==> config.mk <==
export PLATFORM = sky130hd
export DESIGN_NAME = source_text_tokenizer
export DESIGN_NICKNAME = d
export VERILOG_FILES = /design/src/rtl/core/stt_pkg.sv /design/src/rtl/core/stt_queue.sv /design/src/rtl/core/stt_front.sv /design/src/rtl/core/stt_back.sv /design/src/rtl/core/source_text_tokenizer.sv
export VERILOG_INCLUDE_DIRS = /design/src /design/src/rtl/core
export SDC_FILE = /design/constraint.sdc
export NUM_CORES = 2
export LEC_CHECK = 0
export BUFFER_PORTS_ARGS = -buffer_cell sky130_fd_sc_hd__buf_2
export CAP_MARGIN = 20
export CORE_ASPECT_RATIO = 2
export CORE_MARGIN = 1.5
export CORE_UTILIZATION = 51
export DETAILED_ROUTE_END_ITERATION = 6
export GPL_TIMING_DRIVEN = 1
export PLACE_DENSITY = 0.8
export SLEW_MARGIN = 15
export SYNTH_ARGS = -nofsm -noshare
export SYNTH_HDL_FRONTEND = slang
export SYNTH_SLANG_ARGS = --single-unit
==> constraint.sdc <==
create_clock -name clk -period 13.95 [get_ports clk]
set_input_delay 2.79 -clock clk [delete_from_list [all_inputs] [get_ports clk]]
set_output_delay 2.79 -clock clk [all_outputs]
set_load 0.05 [all_outputs]
==> src/rtl/core/assert_macros.svh <==
`ifndef ASSERT_MACROS_SVH
`define ASSERT_MACROS_SVH

// clocked check, off while reset is asserted
`define STT_ASSERT(lbl, prop, msg) \
	lbl: assert property (@(posedge clk) disable iff (!arst_n) (prop)) else $error(msg);

// clocked check, also active in reset
`define STT_ASSERT_ALWAYS(lbl, prop, msg) \
	lbl: assert property (@(posedge clk) (prop)) else $error(msg);

`endif

==> src/rtl/core/stt_pkg.sv <==
package stt_pkg;

	localparam longint unsigned STT_MAX_SOURCE_BYTES = 64'd65535;
	localparam int unsigned STT_QUEUE_DEPTH = 4;

	localparam logic [15:0] STT_LEN_MAX = 16'hFFFF;
	localparam logic [62:0] STT_VALUE_ZERO = 63'd0;

	typedef enum logic [4:0] {
		K_END, K_NUMBER, K_IDENT,
		K_LET, K_IF, K_ELSE, K_WHILE, K_FN, K_RETURN,
		K_LE, K_GE, K_EQ, K_NE,
		K_PLUS, K_MINUS, K_STAR, K_SLASH,
		K_LT, K_GT, K_ASSIGN,
		K_LPAREN, K_RPAREN, K_LBRACE, K_RBRACE, K_COMMA, K_SEMI,
		K_BAD, K_OVERFLOW
	} stt_kind_t;

	typedef enum logic [2:0] {
		MODE_IDLE, MODE_NUMBER, MODE_IDENT, MODE_OPER, MODE_COMMENT, MODE_ERROR
	} stt_mode_t;

	typedef logic [5:0][7:0] stt_prefix_t;

	localparam stt_prefix_t KW_LET    = {24'h0, "tel"};
	localparam stt_prefix_t KW_IF     = {32'h0, "fi"};
	localparam stt_prefix_t KW_ELSE   = {16'h0, "esle"};
	localparam stt_prefix_t KW_WHILE  = {8'h0, "elihw"};
	localparam stt_prefix_t KW_FN     = {32'h0, "nf"};
	localparam stt_prefix_t KW_RETURN = "nruter";

	typedef struct packed {
		logic       is_end;
		logic [7:0] ch;
		logic       space;
		logic       digit;
		logic [3:0] dval;
		logic       wfirst;
		logic       wrest;
		logic       opstart;
		stt_kind_t  single;
		logic       newline;
		logic       is_eq;
		logic       is_slash;
	} stt_item_t;

	typedef struct packed {
		logic        last;
		logic [15:0] len;
		logic [15:0] start;
		logic [62:0] value;
		stt_kind_t   kind;
	} stt_res_t;

	function automatic stt_kind_t single_kind(input logic [7:0] c);
		case (c)
			"+": return K_PLUS;
			"-": return K_MINUS;
			"*": return K_STAR;
			"/": return K_SLASH;
			"<": return K_LT;
			">": return K_GT;
			"=": return K_ASSIGN;
			"(": return K_LPAREN;
			")": return K_RPAREN;
			"{": return K_LBRACE;
			"}": return K_RBRACE;
			",": return K_COMMA;
			";": return K_SEMI;
			default: return K_END;
		endcase
	endfunction

	function automatic stt_kind_t pair_kind(input logic [7:0] c);
		case (c)
			"<": return K_LE;
			">": return K_GE;
			"=": return K_EQ;
			"!": return K_NE;
			default: return K_END;
		endcase
	endfunction

	function automatic stt_kind_t word_kind(input stt_prefix_t p, input logic [15:0] len);
		if (len == 16'd3 && p == KW_LET) return K_LET;
		if (len == 16'd2 && p == KW_IF) return K_IF;
		if (len == 16'd4 && p == KW_ELSE) return K_ELSE;
		if (len == 16'd5 && p == KW_WHILE) return K_WHILE;
		if (len == 16'd2 && p == KW_FN) return K_FN;
		if (len == 16'd6 && p == KW_RETURN) return K_RETURN;
		return K_IDENT;
	endfunction

	function automatic logic [15:0] len_inc(input logic [15:0] x);
		return (x != STT_LEN_MAX) ? x + 16'd1 : x;
	endfunction

	function automatic stt_res_t mk_res(input stt_kind_t kind, input logic [62:0] value,
			input logic [15:0] start, input logic [15:0] len);
		stt_res_t r;
		r.last  = 1'b0;
		r.len   = len;
		r.start = start;
		r.value = value;
		r.kind  = kind;
		return r;
	endfunction

endpackage

==> src/rtl/core/stt_queue.sv <==
module stt_queue import stt_pkg::*; #(
	parameter int unsigned WIDTH = 8,
	parameter int unsigned DEPTH = STT_QUEUE_DEPTH
) (
	input  logic                       clk,
	input  logic                       arst_n,
	input  logic                       wr_en0,
	input  logic [WIDTH-1:0]           wr_data0,
	input  logic                       wr_en1,
	input  logic [WIDTH-1:0]           wr_data1,
	input  logic                       rd_en,
	output logic [WIDTH-1:0]           rd_data,
	output logic                       rd_valid,
	output logic [$clog2(DEPTH):0]     count
);

	localparam int unsigned AW = $clog2(DEPTH);
	localparam int unsigned CW = AW + 1;

	logic [WIDTH-1:0] mem_q [DEPTH];
	logic [AW-1:0]    wr_ptr_q;
	logic [AW-1:0]    rd_ptr_q;
	logic [CW-1:0]    count_q;
	logic [AW-1:0]    wr_ptr1;

	assign wr_ptr1  = AW'(wr_ptr_q + 1'b1);
	assign rd_data  = mem_q[rd_ptr_q];
	assign rd_valid = (count_q != '0);
	assign count    = count_q;

	always_ff @(posedge clk) begin
		if (wr_en0) begin
			mem_q[wr_ptr_q] <= wr_data0;
		end
		if (wr_en1) begin
			mem_q[wr_ptr1] <= wr_data1;
		end
	end

	always_ff @(posedge clk or negedge arst_n) begin
		if (!arst_n) begin
			wr_ptr_q <= '0;
			rd_ptr_q <= '0;
			count_q  <= '0;
		end else begin
			wr_ptr_q <= AW'(wr_ptr_q + AW'(wr_en0) + AW'(wr_en1));
			rd_ptr_q <= AW'(rd_ptr_q + AW'(rd_en));
			count_q  <= CW'(count_q + CW'(wr_en0) + CW'(wr_en1) - CW'(rd_en));
		end
	end

endmodule

==> src/rtl/core/stt_front.sv <==
module stt_front import stt_pkg::*; #(
	parameter int unsigned QUEUE_DEPTH = STT_QUEUE_DEPTH
) (
	input  logic                          s_tvalid,
	output logic                          s_tready,
	input  logic [7:0]                    s_tdata,
	input  logic                          s_tuser,
	input  logic [$clog2(QUEUE_DEPTH):0]  q_count,
	output logic                          q_push,
	output stt_item_t                     q_item
);

	localparam int unsigned CW = $clog2(QUEUE_DEPTH) + 1;

	logic [7:0] c;
	logic       alpha;
	logic       digit;

	assign c        = s_tdata;
	assign s_tready = (q_count < CW'(QUEUE_DEPTH));
	assign q_push   = s_tvalid && s_tready;

	assign digit = (c >= "0") && (c <= "9");
	assign alpha = ((c >= "a") && (c <= "z")) || ((c >= "A") && (c <= "Z"));

	always_comb begin
		q_item.is_end   = s_tuser;
		q_item.ch       = c;
		q_item.space    = (c == 8'd32) || ((c >= 8'd9) && (c <= 8'd13));
		q_item.digit    = digit;
		q_item.dval     = c[3:0];
		q_item.wfirst   = alpha || (c == "_");
		q_item.wrest    = alpha || digit || (c == "_");
		q_item.opstart  = (c == "<") || (c == ">") || (c == "=") || (c == "!") || (c == "/");
		q_item.single   = single_kind(c);
		q_item.newline  = (c == 8'd10);
		q_item.is_eq    = (c == "=");
		q_item.is_slash = (c == "/");
	end

endmodule

==> src/rtl/core/stt_back.sv <==
module stt_back import stt_pkg::*; #(
	parameter longint unsigned MAX_SOURCE_BYTES = STT_MAX_SOURCE_BYTES,
	parameter int unsigned     QUEUE_DEPTH      = STT_QUEUE_DEPTH
) (
	input  logic                          clk,
	input  logic                          arst_n,
	input  logic                          item_valid,
	input  stt_item_t                     item,
	output logic                          item_pop,
	input  logic [$clog2(QUEUE_DEPTH):0]  res_count,
	output logic                          res_push0,
	output stt_res_t                      res0,
	output logic                          res_push1,
	output stt_res_t                      res1
);

	localparam int unsigned CW = $clog2(QUEUE_DEPTH) + 1;
	localparam logic [15:0] POS_LIMIT =
		(MAX_SOURCE_BYTES < 64'd65535) ? 16'(MAX_SOURCE_BYTES) : 16'hFFFF;

	stt_mode_t   mode_q, mode_d;
	logic [62:0] accum_q, accum_d;
	logic [15:0] pos_q, pos_d;
	logic [15:0] start_q, start_d;
	logic [15:0] len_q, len_d;
	stt_prefix_t prefix_q, prefix_d;
	logic [7:0]  pend_q, pend_d;

	logic [66:0] prod;
	logic        ovf;
	stt_mode_t   f_mode;
	logic        f_emit;
	stt_kind_t   f_kind;
	logic        take_fresh;
	logic [1:0]  cnt;
	stt_res_t    res_d [2];
	stt_kind_t   pk;

	assign item_pop = item_valid && (res_count <= CW'(QUEUE_DEPTH - 2));

	assign prod = {1'b0, accum_q, 3'b000} + {3'b000, accum_q, 1'b0} + {63'd0, item.dval};
	assign ovf  = |prod[66:63];
	assign pk   = pair_kind(pend_q);

	always_comb begin
		f_mode = MODE_IDLE;
		f_emit = 1'b0;
		f_kind = K_END;
		if (item.space) begin
			f_mode = MODE_IDLE;
		end else if (item.digit) begin
			f_mode = MODE_NUMBER;
		end else if (item.wfirst) begin
			f_mode = MODE_IDENT;
		end else if (item.opstart) begin
			f_mode = MODE_OPER;
		end else if (item.single != K_END) begin
			f_emit = 1'b1;
			f_kind = item.single;
		end else begin
			f_emit = 1'b1;
			f_kind = K_BAD;
			f_mode = MODE_ERROR;
		end
	end

	always_comb begin
		mode_d     = mode_q;
		accum_d    = accum_q;
		pos_d      = pos_q;
		start_d    = start_q;
		len_d      = len_q;
		prefix_d   = prefix_q;
		pend_d     = pend_q;
		take_fresh = 1'b0;
		cnt        = 2'd0;
		res_d[0]   = '0;
		res_d[1]   = '0;

		if (item.is_end) begin
			case (mode_q)
				MODE_NUMBER: begin
					res_d[cnt[0]] = mk_res(K_NUMBER, accum_q, start_q, len_q);
					cnt = cnt + 2'd1;
				end
				MODE_IDENT: begin
					res_d[cnt[0]] = mk_res(word_kind(prefix_q, len_q), STT_VALUE_ZERO,
						start_q, len_q);
					cnt = cnt + 2'd1;
				end
				MODE_OPER: begin
					res_d[cnt[0]] = mk_res((pend_q == "!") ? K_BAD : single_kind(pend_q),
						STT_VALUE_ZERO, start_q, 16'd1);
					cnt = cnt + 2'd1;
				end
				default: begin
				end
			endcase
			res_d[cnt[0]] = mk_res(K_END, STT_VALUE_ZERO, pos_q, 16'd0);
			cnt = cnt + 2'd1;
			mode_d   = MODE_IDLE;
			accum_d  = '0;
			pos_d    = '0;
			start_d  = '0;
			len_d    = '0;
			prefix_d = '0;
			pend_d   = '0;
		end else begin
			case (mode_q)
				MODE_NUMBER: begin
					if (item.digit) begin
						if (ovf) begin
							res_d[cnt[0]] = mk_res(K_OVERFLOW, STT_VALUE_ZERO, start_q,
								len_inc(len_q));
							cnt = cnt + 2'd1;
							mode_d = MODE_ERROR;
						end else begin
							accum_d = prod[62:0];
							len_d   = len_inc(len_q);
						end
					end else begin
						res_d[cnt[0]] = mk_res(K_NUMBER, accum_q, start_q, len_q);
						cnt = cnt + 2'd1;
						take_fresh = 1'b1;
					end
				end
				MODE_IDENT: begin
					if (item.wrest) begin
						if (len_q < 16'd6) begin
							prefix_d[len_q[2:0]] = item.ch;
						end
						len_d = len_inc(len_q);
					end else begin
						res_d[cnt[0]] = mk_res(word_kind(prefix_q, len_q), STT_VALUE_ZERO,
							start_q, len_q);
						cnt = cnt + 2'd1;
						take_fresh = 1'b1;
					end
				end
				MODE_OPER: begin
					if ((pend_q == "/") && item.is_slash) begin
						mode_d = MODE_COMMENT;
					end else if (item.is_eq && (pk != K_END)) begin
						res_d[cnt[0]] = mk_res(pk, STT_VALUE_ZERO, start_q, 16'd2);
						cnt = cnt + 2'd1;
						mode_d = MODE_IDLE;
					end else if (pend_q == "!") begin
						res_d[cnt[0]] = mk_res(K_BAD, STT_VALUE_ZERO, start_q, 16'd1);
						cnt = cnt + 2'd1;
						mode_d = MODE_ERROR;
					end else begin
						res_d[cnt[0]] = mk_res(single_kind(pend_q), STT_VALUE_ZERO,
							start_q, 16'd1);
						cnt = cnt + 2'd1;
						take_fresh = 1'b1;
					end
				end
				MODE_COMMENT: begin
					if (item.newline) begin
						mode_d = MODE_IDLE;
					end
				end
				MODE_ERROR: begin
				end
				default: begin
					take_fresh = 1'b1;
				end
			endcase

			if (take_fresh) begin
				mode_d = f_mode;
				if (item.digit) begin
					accum_d = {59'd0, item.dval};
					start_d = pos_q;
					len_d   = 16'd1;
				end else if (item.wfirst) begin
					prefix_d    = '0;
					prefix_d[0] = item.ch;
					start_d     = pos_q;
					len_d       = 16'd1;
				end else if (item.opstart) begin
					pend_d  = item.ch;
					start_d = pos_q;
				end
				if (f_emit) begin
					res_d[cnt[0]] = mk_res(f_kind, STT_VALUE_ZERO, pos_q, 16'd1);
					cnt = cnt + 2'd1;
				end
			end

			if (pos_q < POS_LIMIT) begin
				pos_d = pos_q + 16'd1;
			end
		end

		if (cnt == 2'd2) begin
			res_d[1].last = 1'b1;
		end else if (cnt == 2'd1) begin
			res_d[0].last = 1'b1;
		end
	end

	assign res0      = res_d[0];
	assign res1      = res_d[1];
	assign res_push0 = item_pop && (cnt != 2'd0);
	assign res_push1 = item_pop && (cnt == 2'd2);

	always_ff @(posedge clk or negedge arst_n) begin
		if (!arst_n) begin
			mode_q   <= MODE_IDLE;
			accum_q  <= '0;
			pos_q    <= '0;
			start_q  <= '0;
			len_q    <= '0;
			prefix_q <= '0;
			pend_q   <= '0;
		end else if (item_pop) begin
			mode_q   <= mode_d;
			accum_q  <= accum_d;
			pos_q    <= pos_d;
			start_q  <= start_d;
			len_q    <= len_d;
			prefix_q <= prefix_d;
			pend_q   <= pend_d;
		end
	end

endmodule

==> src/rtl/core/source_text_tokenizer.sv <==
// Source text tokenizer: scans a byte stream into tokens.
// Input words carry one source byte in s_tdata, or an end-of-source mark
// when s_tuser is high. Output words carry one token: number value, start
// offset and length in m_tdata, the token kind in m_tuser; m_tlast marks the
// final token caused by one input word (each input word yields zero, one or
// two tokens).
// A front stage classifies each byte into a 4-entry item queue; the back
// stage runs the scanner state and, while the result queue has room for two,
// writes up to two tokens a cycle into a 4-entry result queue that drives m_*.
// A token reaches m_* once the byte that ends it has passed the item queue and
// been written into the result queue. One input word is taken per cycle while
// the queues have room; a word's two tokens leave the single read port in turn.
// Reset empties both queues and returns the scanner to idle at offset 0.
// When the receiver stalls, the result queue fills, the back stage stops
// taking items, the item queue fills and s_tready drops; nothing is lost.
`include "assert_macros.svh"

module source_text_tokenizer import stt_pkg::*; #(
	parameter longint unsigned MAX_SOURCE_BYTES = STT_MAX_SOURCE_BYTES,
	parameter int unsigned     QUEUE_DEPTH      = STT_QUEUE_DEPTH
) (
	input  logic         clk,
	input  logic         arst_n,
	input  logic         s_tvalid,
	output logic         s_tready,
	input  logic [7:0]   s_tdata,   // char_byte
	input  logic         s_tuser,   // op
	output logic         m_tvalid,
	input  logic         m_tready,
	output logic [95:0]  m_tdata,   // number_value, start_offset, token_length
	output logic [4:0]   m_tuser,   // token_kind
	output logic         m_tlast
);

	localparam int unsigned CW = $clog2(QUEUE_DEPTH) + 1;
	localparam int unsigned ITEM_W = $bits(stt_item_t);
	localparam int unsigned RES_W  = $bits(stt_res_t);

	logic            q_push;
	stt_item_t       q_item;
	logic [CW-1:0]   item_count;
	logic            item_valid;
	logic            item_pop;
	stt_item_t       item;
	logic [CW-1:0]   res_count;
	logic            res_push0;
	logic            res_push1;
	stt_res_t        res0;
	stt_res_t        res1;
	stt_res_t        head;
	logic            m_pop;

	stt_front #(
		.QUEUE_DEPTH(QUEUE_DEPTH)
	) u_front (
		.s_tvalid(s_tvalid),
		.s_tready(s_tready),
		.s_tdata (s_tdata),
		.s_tuser (s_tuser),
		.q_count (item_count),
		.q_push  (q_push),
		.q_item  (q_item)
	);

	stt_queue #(
		.WIDTH(ITEM_W),
		.DEPTH(QUEUE_DEPTH)
	) u_item_q (
		.clk     (clk),
		.arst_n  (arst_n),
		.wr_en0  (q_push),
		.wr_data0(q_item),
		.wr_en1  (1'b0),
		.wr_data1(q_item),
		.rd_en   (item_pop),
		.rd_data (item),
		.rd_valid(item_valid),
		.count   (item_count)
	);

	stt_back #(
		.MAX_SOURCE_BYTES(MAX_SOURCE_BYTES),
		.QUEUE_DEPTH     (QUEUE_DEPTH)
	) u_back (
		.clk       (clk),
		.arst_n    (arst_n),
		.item_valid(item_valid),
		.item      (item),
		.item_pop  (item_pop),
		.res_count (res_count),
		.res_push0 (res_push0),
		.res0      (res0),
		.res_push1 (res_push1),
		.res1      (res1)
	);

	stt_queue #(
		.WIDTH(RES_W),
		.DEPTH(QUEUE_DEPTH)
	) u_res_q (
		.clk     (clk),
		.arst_n  (arst_n),
		.wr_en0  (res_push0),
		.wr_data0(res0),
		.wr_en1  (res_push1),
		.wr_data1(res1),
		.rd_en   (m_pop),
		.rd_data (head),
		.rd_valid(m_tvalid),
		.count   (res_count)
	);

	assign m_pop   = m_tvalid && m_tready;
	assign m_tdata = {1'b0, head.len, head.start, head.value};
	assign m_tuser = head.kind;
	assign m_tlast = head.last;

	`STT_ASSERT(a_res_q_bound, res_count <= CW'(QUEUE_DEPTH), "result queue overflow")
	`STT_ASSERT(a_pop_nonempty, item_pop |-> item_count != '0, "pop from empty item queue")
	`STT_ASSERT(a_end_is_last, (m_tvalid && head.kind == K_END) |-> m_tlast, "end token not last")
	`STT_ASSERT(a_pair_order, res_push1 |-> res_push0 && !res0.last && res1.last, "bad token pair")

endmodule

==> summary.txt <==
Run status
  – Status: finished, final reports clean

Routing
  – Avg Vias per Cell: approximately 6.3
  – Antenna viol nets, final: 0
  – Final wirelength: roughly 97 mm
  – Drc violations: 0
  – DR vias: between 20,000 and 30,000
  – DRT Pass-1 Iters: 6
  – Mean routed wirelength per cell: between 20 and 25 um
  – 1st-iter DRT viols: roughly 2,200

Placement
  – Placer Congestion: just over 1
  – Input/output buffers: around 120
  – Final HPWL DP: 67.41 mm
  – Dpl cells: between 3,000 and 4,000

Synthesis
  – Number of synthesized flops with an enable pin: around 500
  – Syn Nets: roughly 3,300
  – Primary FF master, synth: edfxtp_1
  – Library cells used by synthesis: 85
  – Cells after synthesis: 3,122
  – Synth top area share: between 40% and 50%
  – Synth top area cells: edfxtp_1 (42%), dfrtp_1 (13%), mux4_2 (7.8%), ha_1 (4.9%), nand2_1 (4.8%)
  – Synth top cells by count: edfxtp_1 (492), nand2_1 (444), nor2_1 (443), o21ai_0 (267), dfrtp_1 (184)
  – Sequential area share after synthesis: 55.47%
  – Yosys top cell by area: edfxtp_1
  – Synth warn: 0
  – Synthesized area: between 0.03 and 0.04 sq mm
  – Post-synth ARST share: 27.22%
  – #FFs+latches synth: just under 700
  – Mean Syn Cell Area: approximately 11 sq um
  – Count leader, synth: edfxtp_1

STA
  – Part of the cycle the worst path needs: between 50 and 60%
  – Total Neg Setup Slack: 0 ns
  – Worst-Margin Slew: roughly 1.2 ns
  – Slew margin rel.: between 10% and 20%
  – Max frequency: approximately 130 MHz
  – Max-slew violation count: 0
  – Post-route minimum period: between 7 and 8 ns
  – Setup violators final: 0
  – Worst clock skew: approximately 0.022 ns
  – Final hold violations: 0
  – RSZ-0062 raised after global routing: false
  – Final worst hold slack: 0.4724 ns

CTS
  – Total CTS buffers: 55
  – Sink Count: between 600 and 700
  – Skew-Pair Late Insertion Delay: ~0.63 ns
  – Hold_buf cts: 0
  – Post-CTS setup buffers: 0
  – Clock Tree Buf Depth: 3
  – Post-CTS sizing: 0
  – CTS tree: yes
  – H-tree depth: 2
  – Root buffer cell: clkbuf_16
  – Worst-path clk slew: 0.07 ns

Pwr
  – Pwr dens: between 150 and 200 mW/mm^2
  – Switching Fraction: 42.85%
  – VDD IR max: 0.1413 mV
  – Clock power share: a little over a fifth
  – Sequential share of power: between 30% and 40%
  – Net Sw Power: approximately 3.2 mW
  – Combinational power share: between 40% and 50%
  – Internal power: 4.281 mW
  – Leakage power: about 15 nW

Critical path
  – CP arrival: between 8 and 9 ns
  – Worst Setup Start Kind: flip-flop
  – Crit path kind: reg -> reg
  – Worst Path Max Fanout: 52
  – Worst path required time: between 10 and 15 ns
  – CP Capture Type: flip-flop

GRT
  – Largest net degree at the start of global routing: 86
  – Initial antenna violation count: 2
  – Vias in the first global route: 26,252
  – Global Route Usage Sum: between 20% and 30%
  – Grt ovf: 0
  – Global-route wire length before repair: 148.4 mm

Job
  – MaxCap Viol Count: 0

Final layout
  – Final cell count without fillers: ~4,100
  – Ant. Diodes: 0
  – Nets: around 3,300
  – Share of post-route cells with drive strength above 1: approximately an eighth
  – Layout area overhead: 9.008%

Floorplanning
  – Core area: 0.06773 sq mm
  – DIE AREA: around 0.070 sq mm
  – Chip Width: ~190 um
  – Top Ports: ~120
  – Initial core utilization: approximately half
  – Vert. Die Dim: about 370 um
  – Rows: approximately 140

Hold path
  – HP Class: reg -> reg
[through the flow]
step / util [%] / setup WS, ns / total power [mW] / cell area (sq um)
floorplan: - / 0.9386 / 5.081 / 34930
global placement: 53.44 / 6.406 / 5.872 / 36200
detailed placement: 53.46 / 6.339 / 5.922 / 36210
CTS: 56.14 / 6.287 / 7.508 / 38030
global route: 56.22 / 5.762 / 7.778 / 38080
finish: 56.22 / 6.186 / 7.492 / 38080
[layout by cell type, fill, tap and decap left out, drive strengths merged, types with 19 or more instances in the layout]
cell,Yosys,routed
edfxtp,492,492
nand2,445,445
nor2,444,444
o21ai,286,286
dfrtp,184,184
a21oi,152,152
buf,55,152
ha,137,137
mux4,121,121
clkbuf,146,69
nand3,55,55
inv,41,47
nor3,43,43
xor2,41,41
nand4,41,41
xnor2,39,39
a22o,39,39
a31oi,32,32
and3,27,27
a21o,24,24
nor4,23,23
and2,20,20
clkinv,0,19
[per-layer routing]
layer  wire (um)  track usage, %  share of wire, %
met2       51920           50.77                54
met1       31870           28.35                33
met4        7777           20.68               8.1
met5           0               0                 0
met3        4993           3.620               5.2
[flip-flops by register name, indices dropped and copies added (netlist names)]
signal,count
u_res_q.mem_q,404
u_item_q.mem_q,88
u_back.accum_q,63
u_back.prefix_q,48
u_back.len_q,16
u_back.pos_q,16
u_back.start_q,16
u_back.pend_q,8
u_back.mode_q,3
u_item_q.count,3
u_res_q.count,3
u_item_q.rd_ptr_q,2
u_item_q.wr_ptr_q,2
u_res_q.rd_ptr_q,2
u_res_q.wr_ptr_q,2
[kinds of logic (layout without fill, tap and decap cells)]
group                      count (synthesis)  in the layout  share of synthesized area (%)
adders and majority gates                143            143                          5.251
muxes                                    141            141                          8.392
buffers and inverters                    242            298                          2.772
and+or+nand+nor                         1175           1175                          14.61
xor gates and xnor gates                  80             80                          2.006
other                                      1              1                        0.01074
DFF                                      676            676                          55.47
AOI/OAI and AO/OA                        664            664                          11.49
[power groups by stage]
stage                     Clock [mW]  Combinational (mW)  Sequential, mW
final                           1.60                3.09            2.80
after global routing            1.69                3.25            2.83
after CTS                       1.62                3.09            2.80
after detailed placement           0                3.08            2.84
after global placement             0                3.05            2.82
after floorplan                    0                2.27            2.81
[worst max-delay path: stages (launching register included)]
cell	delay [ns]
dfrtp_1	0.33
buf_4	0.41
mux4_2	0.68
inv_1	0.20
fa_1	0.45
inv_1	0.11
ha_1	0.25
a211oi_1	0.20
o21ai_0	0.14
o211ai_1	0.17
o311ai_1	0.20
a211oi_1	0.60
o31ai_1	0.18
xor2_1	0.17
a2111o_1	0.35
nor2_2	0.21
a21oi_1	0.29
o41ai_2	0.09
buf_4	0.24
o31ai_4	0.63
buf_4	0.74
buf_4	0.62
[path summary, 6_finish.rpt]
path                       cells past startpoint                             from  slack, ns                               to
max                                           21   u_item_q.rd_ptr_q[0]$_DFF_PN0_       6.19   u_res_q.mem_q[0][77]$_DFFE_PP_
min in group asynchronous                      1                           arst_n       2.12   u_back.accum_q[52]$_DFFE_PN0P_
min                                            2  u_back.prefix_q[13]$_DFFE_PN0P_       0.47  u_back.prefix_q[13]$_DFFE_PN0P_
max reg2reg                                   21   u_item_q.rd_ptr_q[0]$_DFF_PN0_       6.19   u_res_q.mem_q[0][77]$_DFFE_PP_
min reg2reg                                    2  u_back.prefix_q[13]$_DFFE_PN0P_       0.47  u_back.prefix_q[13]$_DFFE_PN0P_
max in group asynchronous                      3                           arst_n       9.71    u_back.start_q[7]$_DFFE_PN0P_
[area by class of cell]
class	count	area [sq um]
Inverter	41	153.9
Clock buffer	68	1446
Timing Repair Buffer	153	900.9
Fill cell	5550	29650
Multi-Input combinational cell	2204	14700
Tap cell	890	1114
Clock inverter	36	375.4
Sequential cell	676	19390
Note: power is estimated with default switching activity, not from simulation.
